File: src/rtl/core/assert_macros.svh
// Assertion macros shared by the RTL of the key/value table.
// Included by files that carry concurrent assertions; no other dependencies.
`ifndef ASSERT_MACROS_SVH
`define ASSERT_MACROS_SVH

// Condition must hold at every clock edge outside reset.
`define OKVT_ASSERT_ALWAYS(label, clk, rst, cond) \
   label: assert property (@(posedge clk) disable iff (rst) (cond)) \
      else $error("assertion failed");

// Consequence must hold in the same cycle as the antecedent.
`define OKVT_ASSERT_IMPLIES(label, clk, rst, ante, cons) \
   label: assert property (@(posedge clk) disable iff (rst) (ante) |-> (cons)) \
      else $error("assertion failed");

// Consequence must hold in the cycle after the antecedent.
`define OKVT_ASSERT_NEXT(label, clk, rst, ante, cons) \
   label: assert property (@(posedge clk) disable iff (rst) (ante) |=> (cons)) \
      else $error("assertion failed");

`endif

File: src/rtl/core/okvt_pkg.sv
// Package for the ordered key/value table: codes, word types and control structs.
// No dependencies; imported by every module of the block.
`timescale 1ns / 1ps
`default_nettype none

package okvt_pkg;

   // Default number of table entries.
   localparam int unsigned OKVT_DEPTH = 16;

   // Request operation codes.
   typedef enum logic [1:0] {
      OP_SET    = 2'd0,
      OP_GET    = 2'd1,
      OP_DELETE = 2'd2,
      OP_CLEAR  = 2'd3
   } okvt_op_type;

   // Result status codes.
   typedef enum logic [1:0] {
      ST_EXISTING  = 2'd0,
      ST_INSERTED  = 2'd1,
      ST_NOT_FOUND = 2'd2,
      ST_FULL      = 2'd3
   } okvt_status_type;

   // Request word.
   typedef struct packed {
      okvt_op_type operation;
      logic [31:0] key;
      logic [31:0] write_value;
   } okvt_req_type;

   // Result word.
   typedef struct packed {
      okvt_status_type status;
      logic [31:0]     read_value;
      logic [3:0]      position;
      logic [4:0]      entry_count;
   } okvt_rsp_type;

   // Control broadcast from the sequencer to every cell of the chain.
   typedef struct packed {
      okvt_op_type op;
      logic        compare;
      logic        commit;
      logic        found;
   } okvt_cmd_type;

   // Sequencer states.
   typedef enum logic {
      S_IDLE = 1'b0,
      S_EXEC = 1'b1
   } okvt_state_type;

endpackage

`default_nettype wire

File: src/rtl/core/okvt_cell.sv
// One entry of the key/value chain: stores a key and a value, compares the probe
// key and takes its right neighbor's entry when a delete closes a gap. Uses okvt_pkg.
`timescale 1ns / 1ps
`default_nettype none

module okvt_cell import okvt_pkg::*; #(
   parameter int unsigned TABLE_DEPTH = OKVT_DEPTH,
   parameter int unsigned INDEX       = 0,
   localparam int unsigned CW = $clog2(TABLE_DEPTH + 1),
   localparam int unsigned PW = $clog2(TABLE_DEPTH)
) (
   input  wire logic          clock,
   input  wire okvt_cmd_type  cmd,
   input  wire logic [CW-1:0] count,
   input  wire logic [PW-1:0] pos,
   input  wire logic [31:0]   probe_key,
   input  wire logic [31:0]   write_key,
   input  wire logic [31:0]   write_value,
   input  wire logic [31:0]   right_key,
   input  wire logic [31:0]   right_value,
   output logic [31:0]        key_ff,
   output logic [31:0]        value_ff,
   output logic               hit_ff
);

   localparam logic [CW-1:0] MY_COUNT_INDEX = CW'(INDEX);
   localparam logic [PW-1:0] MY_POS_INDEX   = PW'(INDEX);

   logic [31:0] key_in;
   logic [31:0] value_in;
   logic        hit_in;
   logic        occupied;

   // The entry holds live data only below the fill count.
   assign occupied = (MY_COUNT_INDEX < count);

   // Capture the match when a request arrives; hold it until the request retires.
   always_comb begin
      hit_in = hit_ff;
      if (cmd.compare) begin
         hit_in = occupied && (key_ff == probe_key);
      end
   end

   // Entry update: overwrite on a set hit, append at the fill point, shift on delete.
   always_comb begin
      key_in   = key_ff;
      value_in = value_ff;
      if (cmd.commit) begin
         case (cmd.op)
            OP_SET: begin
               if (cmd.found) begin
                  if (hit_ff) begin
                     value_in = write_value;
                  end
               end else if (count == MY_COUNT_INDEX) begin
                  key_in   = write_key;
                  value_in = write_value;
               end
            end
            OP_DELETE: begin
               if (cmd.found && (MY_POS_INDEX >= pos)) begin
                  key_in   = right_key;
                  value_in = right_value;
               end
            end
            default: begin
            end
         endcase
      end
   end

   always_ff @(posedge clock) begin
      key_ff   <= key_in;
      value_ff <= value_in;
      hit_ff   <= hit_in;
   end

endmodule

`default_nettype wire

File: src/rtl/core/okvt_match_encode.sv
// Turns the chain's one-hot match vector into a found flag, a position and the
// matching value. Uses okvt_pkg.
`timescale 1ns / 1ps
`default_nettype none

module okvt_match_encode import okvt_pkg::*; #(
   parameter int unsigned TABLE_DEPTH = OKVT_DEPTH,
   localparam int unsigned PW = $clog2(TABLE_DEPTH)
) (
   input  wire logic [TABLE_DEPTH-1:0]       hit_vec,
   input  wire logic [TABLE_DEPTH-1:0][31:0] values,
   output logic                              found,
   output logic [PW-1:0]                     pos,
   output logic [31:0]                       value
);

   // Keys are unique among live entries, so at most one bit is set and an OR
   // over the masked indexes and values selects the match.
   always_comb begin
      pos   = '0;
      value = '0;
      for (int i = 0; i < TABLE_DEPTH; i++) begin
         if (hit_vec[i]) begin
            pos   = pos | PW'(i);
            value = value | values[i];
         end
      end
      found = |hit_vec;
   end

endmodule

`default_nettype wire

File: src/rtl/core/ordered_key_value_table.sv
// Ordered key/value table. Entries are kept in insertion order in a chain of
// TABLE_DEPTH cells. In the cycle a request (set, get, delete, clear) is
// accepted every cell compares its key with the request key and registers the
// match; in the execute state that follows, the match is encoded, the result
// word is loaded into the output register and the chain is updated (a delete
// shifts every later cell down by one at once). The request channel stalls in
// the execute state, which lasts as long as the previous result is still held
// in the output register by rsp_stall, so one request is in flight beside at
// most one waiting result. Position and entry count are reported masked to 4 and 5 bits.
// Depends on okvt_pkg, okvt_cell, okvt_match_encode and assert_macros.svh.
`timescale 1ns / 1ps
`default_nettype none

`include "assert_macros.svh"

module ordered_key_value_table import okvt_pkg::*; #(
   parameter int unsigned TABLE_DEPTH = OKVT_DEPTH
) (
   input  wire logic   clock,
   input  wire logic   reset,
   input  wire logic   req_valid,
   output logic        req_stall,
   input  wire okvt_req_type req_data,
   output logic        rsp_valid,
   input  wire logic   rsp_stall,
   output okvt_rsp_type rsp_data
);

   localparam int unsigned CW = $clog2(TABLE_DEPTH + 1);
   localparam int unsigned PW = $clog2(TABLE_DEPTH);
   localparam logic [CW-1:0] FULL_COUNT = CW'(TABLE_DEPTH);

   okvt_state_type state_ff;
   okvt_state_type state_in;

   okvt_req_type req_ff;
   okvt_req_type req_in;
   logic [CW-1:0] count_ff;
   logic [CW-1:0] count_in;
   logic          rsp_valid_ff;
   logic          rsp_valid_in;
   okvt_rsp_type  rsp_ff;
   okvt_rsp_type  rsp_in;

   logic          accept;
   logic          commit;
   okvt_cmd_type  cmd;

   logic [TABLE_DEPTH-1:0]       hit_vec;
   logic [TABLE_DEPTH-1:0][31:0] key_vec;
   logic [TABLE_DEPTH-1:0][31:0] value_vec;
   logic                         found;
   logic [PW-1:0]                match_pos;
   logic [31:0]                  match_value;

   logic [31:0] pos_wide;
   logic [31:0] count_wide;

   // Handshake events.
   assign accept = req_valid && !req_stall;
   assign commit = (state_ff == S_EXEC) && (!rsp_valid_ff || !rsp_stall);

   // Next state.
   always_comb begin
      state_in = state_ff;
      unique case (state_ff)
         S_IDLE: begin
            if (accept) begin
               state_in = S_EXEC;
            end
         end
         S_EXEC: begin
            if (commit) begin
               state_in = S_IDLE;
            end
         end
         default: state_in = S_IDLE;
      endcase
   end

   // Sequencer outputs.
   always_comb begin
      unique case (state_ff)
         S_IDLE:  req_stall = 1'b0;
         S_EXEC:  req_stall = 1'b1;
         default: req_stall = 1'b1;
      endcase
   end

   // Broadcast control for the chain.
   always_comb begin
      cmd.op      = req_ff.operation;
      cmd.compare = accept;
      cmd.commit  = commit;
      cmd.found   = found;
   end

   // Chain of entry cells; the last cell has no right neighbor and keeps its own.
   for (genvar i = 0; i < TABLE_DEPTH; i++) begin : g_cell
      logic [31:0] right_key;
      logic [31:0] right_value;

      if (i == TABLE_DEPTH - 1) begin : g_last
         assign right_key   = key_vec[i];
         assign right_value = value_vec[i];
      end else begin : g_inner
         assign right_key   = key_vec[i + 1];
         assign right_value = value_vec[i + 1];
      end

      okvt_cell #(
         .TABLE_DEPTH (TABLE_DEPTH),
         .INDEX       (i)
      ) u_cell (
         .clock       (clock),
         .cmd         (cmd),
         .count       (count_ff),
         .pos         (match_pos),
         .probe_key   (req_data.key),
         .write_key   (req_ff.key),
         .write_value (req_ff.write_value),
         .right_key   (right_key),
         .right_value (right_value),
         .key_ff      (key_vec[i]),
         .value_ff    (value_vec[i]),
         .hit_ff      (hit_vec[i])
      );
   end

   okvt_match_encode #(
      .TABLE_DEPTH (TABLE_DEPTH)
   ) u_encode (
      .hit_vec (hit_vec),
      .values  (value_vec),
      .found   (found),
      .pos     (match_pos),
      .value   (match_value)
   );

   // Request capture.
   always_comb begin
      req_in = req_ff;
      if (accept) begin
         req_in = req_data;
      end
   end

   // Result word and new fill count.
   always_comb begin
      count_in            = count_ff;
      pos_wide            = '0;
      rsp_in              = rsp_ff;
      rsp_in.status       = ST_NOT_FOUND;
      rsp_in.read_value   = '0;
      unique case (req_ff.operation)
         OP_CLEAR: begin
            rsp_in.status = ST_INSERTED;
            count_in      = '0;
         end
         OP_SET: begin
            if (found) begin
               rsp_in.status = ST_EXISTING;
               pos_wide      = 32'(match_pos);
            end else if (count_ff != FULL_COUNT) begin
               rsp_in.status = ST_INSERTED;
               pos_wide      = 32'(count_ff);
               count_in      = count_ff + CW'(1);
            end else begin
               rsp_in.status = ST_FULL;
            end
         end
         OP_GET: begin
            if (found) begin
               rsp_in.status     = ST_EXISTING;
               rsp_in.read_value = match_value;
               pos_wide          = 32'(match_pos);
            end
         end
         OP_DELETE: begin
            if (found) begin
               rsp_in.status = ST_EXISTING;
               pos_wide      = 32'(match_pos);
               count_in      = count_ff - CW'(1);
            end
         end
         default: begin
         end
      endcase
      count_wide         = 32'(count_in);
      rsp_in.position    = pos_wide[3:0];
      rsp_in.entry_count = count_wide[4:0];
      if (!commit) begin
         count_in = count_ff;
         rsp_in   = rsp_ff;
      end
   end

   // Output register valid flag.
   always_comb begin
      rsp_valid_in = rsp_valid_ff;
      if (commit) begin
         rsp_valid_in = 1'b1;
      end else if (rsp_valid_ff && !rsp_stall) begin
         rsp_valid_in = 1'b0;
      end
   end

   // Control registers.
   always_ff @(posedge clock) begin
      if (reset) begin
         state_ff     <= S_IDLE;
         count_ff     <= '0;
         rsp_valid_ff <= 1'b0;
      end else begin
         state_ff     <= state_in;
         count_ff     <= count_in;
         rsp_valid_ff <= rsp_valid_in;
      end
   end

   // Payload registers.
   always_ff @(posedge clock) begin
      req_ff <= req_in;
      rsp_ff <= rsp_in;
   end

   assign rsp_valid = rsp_valid_ff;
   assign rsp_data  = rsp_ff;

   // Checks on the table's own bookkeeping.
   `OKVT_ASSERT_ALWAYS(a_count_bounded, clock, reset, count_ff <= FULL_COUNT)
   `OKVT_ASSERT_IMPLIES(a_unique_match, clock, reset, state_ff == S_EXEC, $onehot0(hit_vec))
   `OKVT_ASSERT_NEXT(a_commit_loads_rsp, clock, reset, commit, rsp_valid_ff)
   `OKVT_ASSERT_NEXT(a_clear_empties, clock, reset, commit && req_ff.operation == OP_CLEAR, count_ff == '0)

endmodule

`default_nettype wire
File: config.mk
export PLATFORM = sky130hd
export DESIGN_NAME = ordered_key_value_table
export DESIGN_NICKNAME = d
export VERILOG_FILES = /design/src/rtl/core/okvt_pkg.sv /design/src/rtl/core/okvt_cell.sv /design/src/rtl/core/okvt_match_encode.sv /design/src/rtl/core/ordered_key_value_table.sv
export VERILOG_INCLUDE_DIRS = /design/src /design/src/rtl/core
export SDC_FILE = /design/constraint.sdc
export NUM_CORES = 2
export LEC_CHECK = 0
export BUFFER_PORTS_ARGS = -buffer_cell sky130_fd_sc_hd__buf_2
export CORE_MARGIN = 5
export CORE_UTILIZATION = 50
export DETAILED_ROUTE_END_ITERATION = 12
export HOLD_SLACK_MARGIN = 0.12
export PLACE_DENSITY = 0.75
export SETUP_SLACK_MARGIN = 0.05
export SLEW_MARGIN = 20
export SYNTH_ARGS = -nofsm -noshare
export SYNTH_HDL_FRONTEND = slang
export SYNTH_SLANG_ARGS = --single-unit
File: constraint.sdc
create_clock -name clock -period 8 [get_ports clock]
set_input_delay 2 -clock clock [delete_from_list [all_inputs] [get_ports clock]]
set_output_delay 2 -clock clock [all_outputs]
set_load 0.05 [all_outputs]
==> out/results.ini <==
[routing]
highest_layer=met4
wl_met1_um=58400
first_iter_violations=5995
wl_per_cell_um=25.1
dr_wl_met3_um=18700
routed-wl-met2_um=70500
ant_nets=0
drc=0
vias=37629
viasPerCell=6.08
routed_wirelength_um=156000
dr.pass1.iters=6

[synthesis]
synth-main-ff-cell=edfxtp_1
synth_edf_count=1149
syn_area_mm2=0.0532
ys_seq_elements=1156
seq_area_frac_synth_pct=65.2
ys_warn_count=0
synth_area_leaders=edfxtp_1, nand2_1, xor2_1
postSynthCellCount=4731
yosys.area.top_type=edfxtp_1
yosys.area.top_type_share_pct=64.9
synth_fp_nets=4812
asyncSetResetFlopFracSynth_pct=0
ys_types=51
syn_avg_cell_area_um2=11.2

[timing]
grt_setup_unrepaired=no
finalSetupViolCount=0
fin_crit_sh_pct=60.4
clock_skew_ps=54.8
relSlewSlack_pct=24.6
min_period_ps=4830
fin_ws_ps=3170
max_freq_mhz=207
tightest_slew_ps=1120
hold_viol=0
slew_viol_final=0
finalSetupTns_ps=0

[worst_setup_path]
crit_arrival_ps=5180
cpMostUsedCell=buf_4
crit_path_end_kind=flop
cp_slowest_stage_delay_ps=890
start_kind=flop
timing.rr.end=g_cell[9].u_cell.value_ff[10]
worstSetupPathType=flop to flop
path_max_fanout=35
rr_startpoint=g_cell[4].u_cell.hit_ff
path_cells=buf_4 -> nor4_1 -> nand4_1 -> nor2_1 -> a211oi_1 -> a211oi_4 -> buf_4
required_ps=8350
crit_slowest_cell=a211oi_4
r2r_setup_slack_ps=3170
rr_worst_depth=7

[global_route]
antenna_found_initial=2
grtUsageTotal_pct=26.8
grt-ovfl-total=0
grt_max_degree=200
grt_pass1_vias=36119
grt_pass1_wl_um=228000

[clock_tree]
ctsResizeCount=0
clk_latency_ps=740
cts.clk_slew.worst_paths_ps=70
postCtsSetupBuffers=0
cts_buffers=116
cts_tree=done
cts_hold_buffers=0
clock_sinks=1156
cts_buffer_depth=3
cts.htree.levels=3
root_buffer=clkbuf_16

[worst_hold_path]
hold_start=req_ff[51]
hold_end=g_cell[15].u_cell.key_ff[19]
hold_path_depth=0
hold_path.class=flop to flop

[die]
coreArea_mm2=0.105
pin_count=115
dieArea_mm2=0.113
initial_utilization_pct=50.4
die_h_um=336
rows=119
die_w_um=336

[power_and_ir_drop]
vdd_drop_max_mv=0.208
total_power_mw=13.8
power.density_mw_per_mm2=234
p_leak_nw=22.0

[placed_design]
dp_cells=5976
place_ws_ps=3080
dp_hpwl_um=95200
portBuffers=114
place.gp.congestion=0.989

[final_layout]
n_antenna_cell=0
layout-drive-gt1-share_pct=8.33
syn_to_final_growth_pct=10.8
final_util_pct=55.9
fin_cells=6194
final_nets=4785

[job]
drv_cap=0

[outcome]
status=finished, final reports clean

==> metal layers <==
metal	track usage, %	up-vias
li1	-	16416
met1	37.3	18024
met2	42.1	2687
met3	4.65	502
met4	11.8	0
met5	0	-
==> worst max-delay path, delay by kind of cell, from the launching register on <==
| family | cells | cell delay [ps] |
|---|---|---|
| AND/OR/NAND/NOR | 3 | 2120 |
| AO/OA/AOI/OAI | 2 | 1060 |
| buffers and inverters | 2 | 870 |
| flip-flops | 1 | 360 |
==> sequential cells by signal, summed over array words and instances, names as in the netlist <==
name                    flops
cmd                         2
req_ff                     64
g_cell.u_cell.value_ff    512
state_ff                    1
count_ff                    5
g_cell.u_cell.hit_ff       16
rsp_valid                   1
g_cell.u_cell.key_ff      512
rsp_data                   43
==> through the flow <==
step	area, µm²	hold slack (ps)
global placement	55100	429
global route	58900	461
floorplan	53200	428
finish	58900	448
detailed placement	55100	434
CTS	58900	447
==> how the worst max path moves through the flow <==
stage | depth (start not counted) | to | startpoint
global placement | 6 | g_cell[15].u_cell.hit_ff | req_data[34]
floorplan | 4 | g_cell[9].u_cell.value_ff[0] | rsp_stall
detailed placement | 6 | g_cell[15].u_cell.hit_ff | req_data[34]
finish | 7 | g_cell[9].u_cell.value_ff[10] | g_cell[4].u_cell.hit_ff
CTS | 7 | g_cell[9].u_cell.value_ff[30] | g_cell[5].u_cell.hit_ff
global route | 7 | g_cell[9].u_cell.value_ff[31] | g_cell[4].u_cell.hit_ff
==> layout make-up <==
type | count | area (µm²)
inverter | 14 | 52.6
multi-input combinational | 3229 | 17500
clock buffer | 142 | 3080
fill | 8544 | 46500
tap | 1391 | 1740
clock inverter | 75 | 689
timing repair buffer | 187 | 1170
sequential | 1156 | 34600
==> cells by family after synthesis <==
kind of cell	Yosys count	share of synthesized area [%]
AND/OR/NAND/NOR	2311	17.8
flip-flops	1156	65.2
XOR/XNOR	510	8.40
AO/OA/AOI/OAI	396	5.83
buffers and inverters	346	2.48
adder cells (fa/ha/maj)	11	0.259
multiplexers	1	0.0188
==> cells in the final DEF, fill, tap and decap left out, drive strengths merged, types with 19 or more instances in the layout <==
master	instances
a21oi	21
a22o	96
and3	35
nand3	21
edfxtp	1149
nand4	68
nor3	28
clkinv	57
o21ai	20
a22oi	65
nor2	32
clkbuf	142
buf	187
nor4	92
nand2	1952
a31oi	39
xor2	284
nand2b	65
inv	19
xnor2	226
a221oi	99
==> power breakdown <==
| part | internal (mW) | total (mW) | switching, mW |
|---|---|---|---|
| clock | 3.03 | 5.42 | 2.39 |
| sequential | 6.95 | 7.06 | 0.114 |
| combinational | 0.350 | 1.31 | 0.959 |
==> synthesized netlist by cell type, drive strengths merged, types with 2 or more instances <==
cell type / count
a2111oi: 4
a211oi: 12
a21boi: 3
a21o: 2
a21oi: 21
a221oi: 99
a22o: 96
a22oi: 65
a2bb2oi: 2
a311oi: 13
a31oi: 39
and2: 3
and3: 35
buf: 30
clkbuf: 302
dfxtp: 7
edfxtp: 1149
ha: 11
inv: 14
nand2: 1952
nand2b: 65
nand3: 21
nand4: 68
nor2: 32
nor2b: 2
nor3: 28
nor3b: 4
nor4: 92
o211ai: 2
o21a: 6
o21ai: 20
o22ai: 3
o311a: 2
o31ai: 2
o32ai: 2
or4: 7
xnor2: 226
xor2: 284
No activity file was read; power rests on OpenSTA's default activity.
